[src/hdl/random_sample_without_replacement_unit_assert.svh]
// ---------------------------------------------------------------------------
// Assertion macros for the random sample unit
// Clocked on aclk, disabled while aresetn is low.
// ---------------------------------------------------------------------------
`ifndef RANDOM_SAMPLE_WITHOUT_REPLACEMENT_UNIT_ASSERT_SVH
`define RANDOM_SAMPLE_WITHOUT_REPLACEMENT_UNIT_ASSERT_SVH

// same-cycle implication
`define RSWR_ASSERT_NOW(label, cond, prop, msg) \
    label: assert property (@(posedge aclk) disable iff (!aresetn) \
        (cond) |-> (prop)) else $error(msg);

// next-cycle implication
`define RSWR_ASSERT_NEXT(label, cond, prop, msg) \
    label: assert property (@(posedge aclk) disable iff (!aresetn) \
        (cond) |=> (prop)) else $error(msg);

`endif

[src/hdl/rswr_pkg.sv]
// ---------------------------------------------------------------------------
// rswr_pkg
// Shared constants, codes and control structs of the random sample unit.
// ---------------------------------------------------------------------------
package rswr_pkg;

    localparam int MAX_POSITIONS = 65536;
    localparam int ADDR_W        = $clog2(MAX_POSITIONS);
    localparam int TAG_W         = 8;
    localparam int RAM_W         = ADDR_W + TAG_W;
    localparam int CFG_W         = 17;
    localparam int SEED_W        = 32;
    localparam int OUT_W         = 16;
    localparam int CFG_IDX_W     = 2;
    localparam int MAX_CLIP      = (MAX_POSITIONS < (2 ** CFG_W)) ?
                                   MAX_POSITIONS : (2 ** CFG_W) - 1;

    localparam logic [SEED_W-1:0] LCG_MUL    = 32'd1664525;
    localparam logic [SEED_W-1:0] LCG_ADD    = 32'd1013904223;
    localparam logic [SEED_W-1:0] SEED_RESET = 32'd42;

    localparam logic [CFG_W-1:0] COUNT_RESET = 17'd65536;
    localparam logic [CFG_W-1:0] LIMIT_RESET = 17'd0;

    typedef enum logic [CFG_IDX_W-1:0] {
        REG_POSITION_COUNT = 2'd0,
        REG_SAMPLE_LIMIT   = 2'd1,
        REG_SEED           = 2'd2
    } cfg_reg_t;

    typedef enum logic [3:0] {
        OP_NONE,
        OP_CLR,
        OP_ADV,
        OP_DLD,
        OP_DIV,
        OP_RDA,
        OP_RDB,
        OP_WRA,
        OP_WRB,
        OP_EXH,
        OP_RST
    } op_t;

    typedef struct packed {
        op_t  op;
        logic idle;
    } ctl_t;

    typedef struct packed {
        logic exhausted;
        logic div_last;
        logic clr_last;
        logic epoch_max;
    } sts_t;

endpackage

[src/hdl/rswr_seq.sv]
// ---------------------------------------------------------------------------
// rswr_seq
// Microcode sequencer: step counter, control ROM and jump conditions.
// ---------------------------------------------------------------------------
module rswr_seq import rswr_pkg::*; (
    input  logic aclk,
    input  logic aresetn,
    input  logic accept,
    input  logic restart,
    input  sts_t sts,
    output ctl_t ctl
);

    localparam int PC_W = 4;

    typedef enum logic [2:0] {
        C_NEXT,
        C_JMP,
        C_WAIT_IN,
        C_LOOP_CLR,
        C_LOOP_DIV,
        C_IF_EXH,
        C_IF_WRAP
    } cond_t;

    typedef struct packed {
        op_t             op;
        cond_t           cond;
        logic [PC_W-1:0] target;
    } uword_t;

    localparam logic [PC_W-1:0] UPC_CLEAR = 4'd0;
    localparam logic [PC_W-1:0] UPC_IDLE  = 4'd1;
    localparam logic [PC_W-1:0] UPC_CHK   = 4'd2;
    localparam logic [PC_W-1:0] UPC_ADV   = 4'd3;
    localparam logic [PC_W-1:0] UPC_DLD   = 4'd4;
    localparam logic [PC_W-1:0] UPC_DIV   = 4'd5;
    localparam logic [PC_W-1:0] UPC_RDA   = 4'd6;
    localparam logic [PC_W-1:0] UPC_RDB   = 4'd7;
    localparam logic [PC_W-1:0] UPC_WRA   = 4'd8;
    localparam logic [PC_W-1:0] UPC_WRB   = 4'd9;
    localparam logic [PC_W-1:0] UPC_EXH   = 4'd10;
    localparam logic [PC_W-1:0] UPC_RST   = 4'd11;

    function automatic uword_t rom(input logic [PC_W-1:0] pc);
        uword_t w;
        case (pc)
            UPC_CLEAR: w = '{op: OP_CLR,  cond: C_LOOP_CLR, target: UPC_CLEAR};
            UPC_IDLE:  w = '{op: OP_NONE, cond: C_WAIT_IN,  target: UPC_RST};
            UPC_CHK:   w = '{op: OP_NONE, cond: C_IF_EXH,   target: UPC_EXH};
            UPC_ADV:   w = '{op: OP_ADV,  cond: C_NEXT,     target: UPC_IDLE};
            UPC_DLD:   w = '{op: OP_DLD,  cond: C_NEXT,     target: UPC_IDLE};
            UPC_DIV:   w = '{op: OP_DIV,  cond: C_LOOP_DIV, target: UPC_DIV};
            UPC_RDA:   w = '{op: OP_RDA,  cond: C_NEXT,     target: UPC_IDLE};
            UPC_RDB:   w = '{op: OP_RDB,  cond: C_NEXT,     target: UPC_IDLE};
            UPC_WRA:   w = '{op: OP_WRA,  cond: C_NEXT,     target: UPC_IDLE};
            UPC_WRB:   w = '{op: OP_WRB,  cond: C_JMP,      target: UPC_IDLE};
            UPC_EXH:   w = '{op: OP_EXH,  cond: C_JMP,      target: UPC_IDLE};
            UPC_RST:   w = '{op: OP_RST,  cond: C_IF_WRAP,  target: UPC_CLEAR};
            default:   w = '{op: OP_NONE, cond: C_JMP,      target: UPC_IDLE};
        endcase
        return w;
    endfunction

    logic [PC_W-1:0] pc_reg;
    logic [PC_W-1:0] pc_next;
    logic [PC_W-1:0] pc_inc;
    uword_t          uw;

    assign uw     = rom(pc_reg);
    assign pc_inc = pc_reg + 1'b1;

    always_comb begin
        case (uw.cond)
            C_NEXT:     pc_next = pc_inc;
            C_JMP:      pc_next = uw.target;
            C_WAIT_IN:  pc_next = !accept ? pc_reg : (restart ? uw.target : pc_inc);
            C_LOOP_CLR: pc_next = sts.clr_last ? pc_inc : uw.target;
            C_LOOP_DIV: pc_next = sts.div_last ? pc_inc : uw.target;
            C_IF_EXH:   pc_next = sts.exhausted ? uw.target : pc_inc;
            C_IF_WRAP:  pc_next = sts.epoch_max ? uw.target : UPC_IDLE;
            default:    pc_next = UPC_IDLE;
        endcase
    end

    always_ff @(posedge aclk) begin
        if (!aresetn) begin
            pc_reg <= UPC_CLEAR;
        end else begin
            pc_reg <= pc_next;
        end
    end

    assign ctl.op   = uw.op;
    assign ctl.idle = (pc_reg == UPC_IDLE);

endmodule

[config.mk]
export PLATFORM = sky130hd
export DESIGN_NAME = rswr_seq
export DESIGN_NICKNAME = d
export VERILOG_FILES = /design/src/hdl/random_sample_without_replacement_unit_assert.svh /design/src/hdl/rswr_pkg.sv /design/src/hdl/rswr_seq.sv
export SDC_FILE = /design/constraint.sdc
export NUM_CORES = 1
export LEC_CHECK = 0
export ABC_AREA = 1
export BUFFER_PORTS_ARGS = -buffer_cell sky130_fd_sc_hd__buf_2
export CAP_MARGIN = 0
export CORE_ASPECT_RATIO = 0.8
export CORE_MARGIN = 10
export CORE_UTILIZATION = 30
export DETAILED_ROUTE_END_ITERATION = 8
export PLACE_DENSITY = 0.57
export SYNTH_ARGS = -nofsm -noshare
export SYNTH_HDL_FRONTEND = slang
export SYNTH_SLANG_ARGS = --single-unit
[constraint.sdc]
create_clock -name aclk -period 2.6 [get_ports aclk]
set_input_delay 0.26 -clock aclk [delete_from_list [all_inputs] [get_ports aclk]]
set_output_delay 0.26 -clock aclk [all_outputs]
set_load 0.05 [all_outputs]
==> results of run 1 <==
## critical path, stage by stage (launching register included)
cell,delay [ps]
dfxtp_1,410
inv_1,60
ha_1,330
inv_1,70
o21ai_0,140
o21ai_0,90
nor2_1,110
nand2_1,60
nand2_1,50
nand2_1,40
nand2_1,180
ha_1,270
inv_1,90
nand3_1,80
nand2_1,80
nand2_1,40
nand2_1,50
## routing by layer
layer | vias to the layer above | track usage
met5 | - | 0
met4 | 0 | 0.0262
met3 | 4 | 0.0221
met2 | 24 | 0.135
met1 | 529 | 0.119
li1 | 668 | -
## cell usage after synthesis
| master | count |
|---|---|
| ha_1 | 8 |
| nand2_4 | 5 |
| nand4_1 | 6 |
| a21oi_1 | 3 |
| o211ai_1 | 3 |
| nand3_2 | 1 |
| o21ai_1 | 3 |
| a21oi_2 | 1 |
| nand2_8 | 1 |
| dfxtp_1 | 14 |
| nor3_1 | 1 |
| nor2_2 | 1 |
| inv_4 | 1 |
| buf_4 | 6 |
| nor2_4 | 2 |
| nand3_1 | 18 |
| o21ai_0 | 8 |
| nor2_1 | 23 |
| inv_1 | 26 |
| inv_2 | 5 |
| nand2_1 | 68 |
| nand2_2 | 3 |
## layout by cell type (no fill, tap or decap), types with 4 or more instances in the layout
| master | instances |
|---|---|
| ha_1 | 8 |
| nand3_1 | 18 |
| clkbuf_8 | 4 |
| nand4_1 | 6 |
| o21ai_0 | 8 |
| nand2_4 | 5 |
| nor2_1 | 23 |
| buf_2 | 12 |
| inv_1 | 26 |
| dfxtp_1 | 14 |
| nand2_1 | 68 |
| inv_2 | 5 |
## final cells by class
cell class / instances / area, µm²
sequential: 14 / 280
clock buffer: 4 / 55.1
multi-input combinational: 155 / 810
inverter: 32 / 123
tap: 55 / 68.8
fill: 433 / 2520
timing repair buffer: 13 / 67.6
## cell families after synthesis
kind of cell,count (synthesis),synth area share
compound gates,18,0.0806
fa+ha+maj,8,0.0796
buf+inv,38,0.133
flops,14,0.223
simple gates,129,0.484
## worst max path at each step
stage                       end  slack, ps  cells past startpoint
final                     uw[8]        390                     16
after global routing      uw[8]        160                     16
after global placement    uw[8]        520                     16
after floorplan           uw[4]        700                     13
after detailed placement  uw[8]        440                     16
after CTS                 uw[8]        430                     16
## where the power goes
part	leakage, µW	switching (µW)	internal (µW)
combinational	0.000666	712	320
sequential	0.000116	90.3	303
clock	0.0000288	77.0	134
total	0.000810	879	757
## stage by stage
stage / hold WS [ps] / setup WS [ps] / cells
finish: 430 / 392 / 273
global route: 462 / 160 / 273
CTS: 425 / 429 / 273
detailed placement: 652 / 443 / 269
global placement: 673 / 517 / 269
floorplan: 573 / 696 / 207
==> metrics, run 1 <==
status=finished clean; fin nets=approximately 240; Fin. Hold Viols=0; Sink Count=14; Max Cap Viol=0; Worst R2R Setup Slack=390 ps; n_diodes=0; hold path cells=3; Final Core Density=0.357; Crit Path Max Fanout=6; wire length on met1=between 1.5 and 2 mm; sequential area share after synthesis=0.223; worst relative slew slack=0.783; min Tclk post-route=~2200 ps; post-route clock period utilization=0.849; Root Driver=clkbuf_8; DR WL met3=between 150 and 200 µm; die area=between 0.007 and 0.008 mm²; H-tree Lvls=1; Crit path arrival time=roughly 2400 ps; first-pass GRT wire length=between 5 and 6 mm; critical path class=reg -> reg; Max Used Layer=met4; fin area=~0.0014 mm²; Pwr Total=approximately 1600 µW; Fmax achieved=0.453 GHz; Worst-Margin Slew=325 ps; post-CTS setup buffer count=0; PostCTS Resize Cnt=0; GPL Wtd Cong=~0.93; Initial DRC Count=113; area grow syn2layout=11.6%; Worst Setup SP=pc_reg[1]; I/O pins=13; RSZ-0062 raised after global routing=false; # rows=20; Leak Pwr=between 0.0008 and 0.0009 µW; TritonCTS clock tree=built; initial antenna violation count=0; cts hold-fix bufs=0; HP Class=in -> reg; WP data required=between 2000 and 3000 ps; total CTS buffers=3; Clock Tree Buf Depth=2; hold path startpoint=aresetn; max reg flops=10; remaining global-route overflow=0; flops & latches, synth=14; clock-pin transition on the worst setup and hold timing paths=roughly 60 ps; placed cell areas=0.00135 mm²; Hold Path End=uw[4]; Final setup viols=0; r2r endpoint=uw[8]; synthesized instance count=just over 200; Post-DP HPWL=roughly 2.5 mm; Max VDD drop=between 400 and 500 µV; top cell type's share of synthesized area=0.223; die height=approximately 78 µm; synth unique cells=22; Routed WL=a little over 3 mm; vias in the first global route=about 1100; layout cell share with drive strength beyond 1=0.170; Port Buf Inserts=12; Routed Antenna Nets=0; Synth area leaders=dfxtp_1 (22%), nand2_1 (20%), ha_1 (8.0%), inv_1 (7.8%), nand3_1 (7.2%); pwr/cell area=1170 mW/mm²; Worst-Skew Late Latency=~250 ps; reg2reg start=pc_reg[1]; gr usage total=0.0884; largest net degree at the start of global routing=11; Post-Syn Area per Cell=between 6 and 7 µm²; Core Box Area=roughly 0.004 mm²; metal2 WL=between 1 and 1.5 mm; TritonRoute pass-1 iters=4; routed vias/inst=4.49; Total Neg Setup Slack=0 ps; Slew Viols, Final=0; Die Width=a little over 90 µm; crit start category=register; area of the mapped netlist=roughly 0.0013 mm²; Initial Util=0.320; vias=about 1200; Worst Reg-to-Reg Cells=16; Synth area leader=dfxtp_1; synth warn=0; per-cell routed wire length=11.4 µm; Critical Path Sink Type=register; net count after synthesis=~220; DRC=0; Layout Skew=approximately 2.3 ps
Note: power is estimated with default switching activity, not from simulation.
==> run 2, diff against run 1 <==
--- a/config.mk
+++ b/config.mk
@@ -12,7 +12,7 @@
 export CORE_MARGIN = 10
 export CORE_UTILIZATION = 30
 export DETAILED_ROUTE_END_ITERATION = 8
-export PLACE_DENSITY = 0.57
+export PLACE_DENSITY = 0.59
 export SYNTH_ARGS = -nofsm -noshare
 export SYNTH_HDL_FRONTEND = slang
 export SYNTH_SLANG_ARGS = --single-unit
==> constraint.sdc (replaced) <==
create_clock -name aclk -period 1.9 [get_ports aclk]
set_input_delay 0.19 -clock aclk [delete_from_list [all_inputs] [get_ports aclk]]
set_output_delay 0.19 -clock aclk [all_outputs]
set_load 0.05 [all_outputs]
==> metrics, run 2 (same netlist as run 1, synthesis figures left out) <==
routed vias/inst=roughly 4.7; Fin. Hold Viols=0; n_diodes=0; critical path class=reg -> reg; per-cell routed wire length=between 10 and 15 µm; TritonRoute pass-1 iters=5; Pwr Total=2810 µW; crit-path leading delay family=simple AND/OR/NAND/NOR gates; min Tclk post-route=approximately 1900 ps; die area=between 0.007 and 0.008 mm²; Core Box Area=slightly below 0.004 mm²; Worst-Margin Slew=253 ps; clock-pin transition on the worst setup and hold timing paths=50 ps; Layout Skew=~2.7 ps; Fmax achieved=between 0.5 and 0.6 GHz; Post-DP HPWL=~2.5 mm; Routed WL=roughly 3.5 mm; gr usage total=0.0863; Worst-Skew Late Latency=around 250 ps; Clock Tree Buf Depth=2; RSZ-0062 raised after global routing=true; commonest non-fill, non-tap cell in the layout=nand2_1; worst relative slew slack=0.831; status=finished clean; Port Buf Inserts=12; Routed Antenna Nets=0; largest net degree at the start of global routing=11; Crit Path Max Fanout=5; DRC=0; CP Buf/Inv Count=2; vias in the first global route=~1100; TritonCTS clock tree=built; pwr/cell area=roughly 1700 mW/mm²; CP max stage delay=around 360 ps; CP max-delay cell=dfxtp_4; Max Cap Viol=0; commonest cells after routing, fill and taps aside=nand2_1 (63), inv_1 (22), nor2_1 (22), buf_4 (20), nand3_1 (17); remaining global-route overflow=0; Die Width=between 90 and 100 µm; Initial DRC Count=210; layout cell share with drive strength beyond 1=0.336; HP Class=in -> reg; first-pass GRT wire length=around 5.2 mm; max reg flops=10; die height=77.9 µm; total CTS buffers=3; Critical Path Sink Type=register; WP data required=2090 ps; Placed Cells=280; Leak Pwr=just over 0.0009 µW; GPL Wtd Cong=between 0.9 and 1; I/O pins=13; post-route clock period utilization=0.987; Sink Count=14; cts hold-fix bufs=0; Max VDD drop=703 µV; # rows=20; crit start category=register; Cell Chain, Critical Path=ha_4 > inv_2 > o21ai_1 > o21ai_1 > nor2_1 > nand2_1 > nand2_1 > nand2_2 > nand2_4 > ha_4 > inv_2 > nand3_1 > nand2_1 > nand2_1 > nand2_1; Crit path arrival time=roughly 2100 ps; vias=approximately 1400; Root Driver=clkbuf_8; Initial Util=0.320; H-tree Lvls=1; area grow syn2layout=33.9%; Most common cell on crit path=nand2_1; final non-filler cell total=296; Slew Viols, Final=0; fin nets=roughly 260; initial antenna violation count=0; Final setup viols=0
## run 2: final cells by class
cell class | count | area [µm²]
Multi-Input combinational cell | 156 | 910
Tap cell | 55 | 68.8
Timing Repair Buffer | 35 | 238
Sequential cell | 14 | 288
Fill cell | 403 | 2240
Inverter | 32 | 125
Clock buffer | 4 | 55.1
## run 2: through the flow
stage	hold slack (ps)	util	cell area [µm²]	setup slack, ps	TNS, ps
after floorplan	501	-	1260	28.2	0
after global placement	519	0.365	1430	-140	-529
after detailed placement	520	0.365	1430	-122	-419
after CTS	265	0.386	1520	-9.71	-11.1
after global routing	314	0.429	1680	-137	-549
final	304	0.429	1680	24.3	0
## run 2: metal layers
layer | share of wire | track usage | up-vias | wire length, µm
met1 | 0.49 | 0.123 | 620 | 1710
li1 | - | - | 715 | -
met5 | 0 | 0 | - | 0
met3 | 0.057 | 0.0163 | 8 | 199
met4 | 0.017 | 0.0292 | 0 | 59
met2 | 0.43 | 0.125 | 51 | 1500
## run 2: path summary, 6_finish.rpt
| path | start | end | slack (ps) | cells after the start |
|---|---|---|---|---|
| min | aresetn | pc_reg[2] | 300 | 3 |
| min reg2reg | pc_reg[3] | uw[2] | 710 | 3 |
| max reg2reg | pc_reg[0] | uw[8] | 20 | 15 |
| max | pc_reg[0] | uw[8] | 20 | 15 |
## run 2: tightest hold or removal path, cell delays in order
cell and delay (ps):
buf_2 160, nand2_4 110, inv_1 40
## run 2: report_power, final
part | total (µW) | internal (µW) | switching [µW] | leakage (µW)
combinational | 1970 | 799 | 1170 | 0.000781
clock | 286 | 184 | 103 | 0.0000288
sequential | 550 | 426 | 123 | 0.000116
total | 2810 | 1410 | 1400 | 0.000926
## run 2: timing repair
item | in CTS | in global routing
buffers inserted | 2 | 8
gates cloned | 0 | 2
pin swaps | 1 | 16
setup endpoints to repair | 6 | 10
gates resized for setup | 2 | 29
==> run 3, diff against run 2 <==
--- a/config.mk
+++ b/config.mk
@@ -12,7 +12,7 @@
 export CORE_MARGIN = 10
 export CORE_UTILIZATION = 30
 export DETAILED_ROUTE_END_ITERATION = 8
-export PLACE_DENSITY = 0.59
+export PLACE_DENSITY = 0.52
 export SYNTH_ARGS = -nofsm -noshare
 export SYNTH_HDL_FRONTEND = slang
 export SYNTH_SLANG_ARGS = --single-unit
==> metrics, run 3 (same netlist as run 1, synthesis figures left out) <==
post-route clock period utilization=0.981; remaining global-route overflow=0; Pint=~1500 µW; Root Driver=clkbuf_8; Initial DRC Count=just under 80; fin area=roughly 0.0018 mm²; P_sw=roughly 1500 µW; TritonRoute pass-1 iters=5; clock-pin transition on the worst setup and hold timing paths=~60 ps; WP data required=between 2000 and 2500 ps; vias in the first global route=roughly 1200; Setup WS post-layout=roughly 37 ps; n_diodes=0; Port Buf Inserts=12; GPL Wtd Cong=~0.86; placed cell areas=0.00143 mm²; Critical Path Sink Type=register; cts hold-fix bufs=0; Routed WL=between 3 and 4 mm; Final setup viols=0; Comb power frac=0.714; Crit path arrival time=about 2000 ps; largest net degree at the start of global routing=11; # rows=20; status=finished clean; Worst Setup SP=pc_reg[1]; Crit Path Max Fanout=5; Fin. Hold Viols=0; Sw Ratio=0.502; Clock Tree Buf Depth=2; Layout Skew=approximately 2.0 ps; die height=77.9 µm; Fmax achieved=0.537 GHz; Worst R2R Setup Slack=roughly 37 ps; total CTS buffers=3; max reg flops=10; part of the power in registers=0.187; Slew Viols, Final=0; area grow syn2layout=44.6%; vias=between 1000 and 1500; routed vias/inst=~4.6; clock group share of total power=0.099; pwr/cell area=1650 mW/mm²; Worst-Margin Slew=368 ps; Max Cap Viol=0; TritonCTS clock tree=built; Worst Reg-to-Reg Cells=13; min Tclk post-route=1860 ps; r2r endpoint=uw[4]; Hold WS=~370 ps; Routed Antenna Nets=0; post-place setup slack=-114 ps; die area=0.00720 mm²; fin nets=260; Initial Util=0.320; first-pass GRT wire length=5.72 mm; Fill cells=~430; initial antenna violation count=0; Worst-Skew Late Latency=~250 ps; layout cell share with drive strength beyond 1=0.412; hold path startpoint=aresetn; DRC=0; commonest cells after routing, fill and taps aside=nand2_1 (62), buf_4 (23), nor2_1 (21), inv_1 (20), buf_2 (12); HP Class=in -> reg; RSZ-0062 raised after global routing=true; Hold Path End=uw[2]; worst relative slew slack=0.755; crit start category=register; Leak Pwr=between 0.0009 and 0.001 µW; Core Box Area=between 0.003 and 0.004 mm²; Sink Count=14; critical path class=reg -> reg; per-cell routed wire length=~13 µm; Max VDD drop=roughly 760 µV; commonest non-fill, non-tap cell in the layout=nand2_1; H-tree Lvls=1; Die Width=approximately 92 µm; gr usage total=0.0975; reg2reg start=pc_reg[1]; Post-DP HPWL=around 2.6 mm; I/O pins=13; hold path cells=3
-- run 3: cell types whose count changed in the layout (fill, tap and decap cells not counted), moves of 2 or more --
| cell | previous run | this run |
|---|---|---|
| nand3_1 | 17 | 10 |
| nand3_2 | 2 | 9 |
| nand2_4 | 6 | 10 |
| buf_4 | 20 | 23 |
| nand2_2 | 7 | 4 |
| dfxtp_1 | 10 | 8 |
| ha_4 | 4 | 6 |
| inv_1 | 22 | 20 |
| nor2_4 | 2 | 4 |
| o21ai_1 | 7 | 5 |
| o21ai_2 | 0 | 2 |
-- run 3: layer usage --
metal	share of wire	vias up	track usage
met3	0.046	5	0.0317
met2	0.43	24	0.130
met1	0.51	611	0.139
li1	-	721	-
met5	0	-	0
met4	0.013	0	0.0354
-- run 3: worst max path at each step --
stage	slack [ps]	cells after the start	end
2_1_floorplan	30	13	uw[4]
5_1_grt	-100	14	uw[0]
3_3_place_gp	-90	13	uw[4]
3_5_place_dp	-110	13	uw[4]
4_1_cts	-10	13	uw[4]
6_report	40	13	uw[4]
-- run 3: critical path: stages, from the launching register on --
cell      delay (ps)
dfxtp_2          330
inv_2             40
ha_4             280
inv_2             40
o21ai_1          110
o21ai_1           80
nor2_1           100
nand2_1           50
nand2_1           60
nand2_2           60
nand2_4          110
ha_4             220
o211ai_1         180
nand2_1           80
-- run 3: power groups by stage --
stage	clock, µW	sequential (µW)	combinational, µW
after floorplan	0	507	1180
after global placement	0	526	1560
after detailed placement	0	526	1550
after CTS	301	532	1640
after global routing	320	579	2380
final	296	558	2140
-- run 3: cell type report --
class	count	area [µm²]	share of cell area
sequential	14	293	0.161
clock buffer	4	55.1	0.0303
tap	55	68.8	0.0379
inverter	32	128	0.0702
timing repair buffer	37	259	0.142
multi-input combinational	156	1010	0.558
-- run 3: metrics by stage --
step	TNS, ps	util	cells	power [µW]
finish	0	0.463	298	2990
global route	-380	0.463	298	3280
CTS	-16.1	0.391	286	2470
detailed placement	-345	0.365	280	2080
global placement	-257	0.365	280	2090
floorplan	0	-	207	1690
-- run 3: timing repair --
action / in CTS / in global routing
resized for setup: 9 / 50
setup buffers: 2 / 11
setup endpoints to repair: 4 / 11
pin swaps: 3 / 24
cloned: 0 / 1
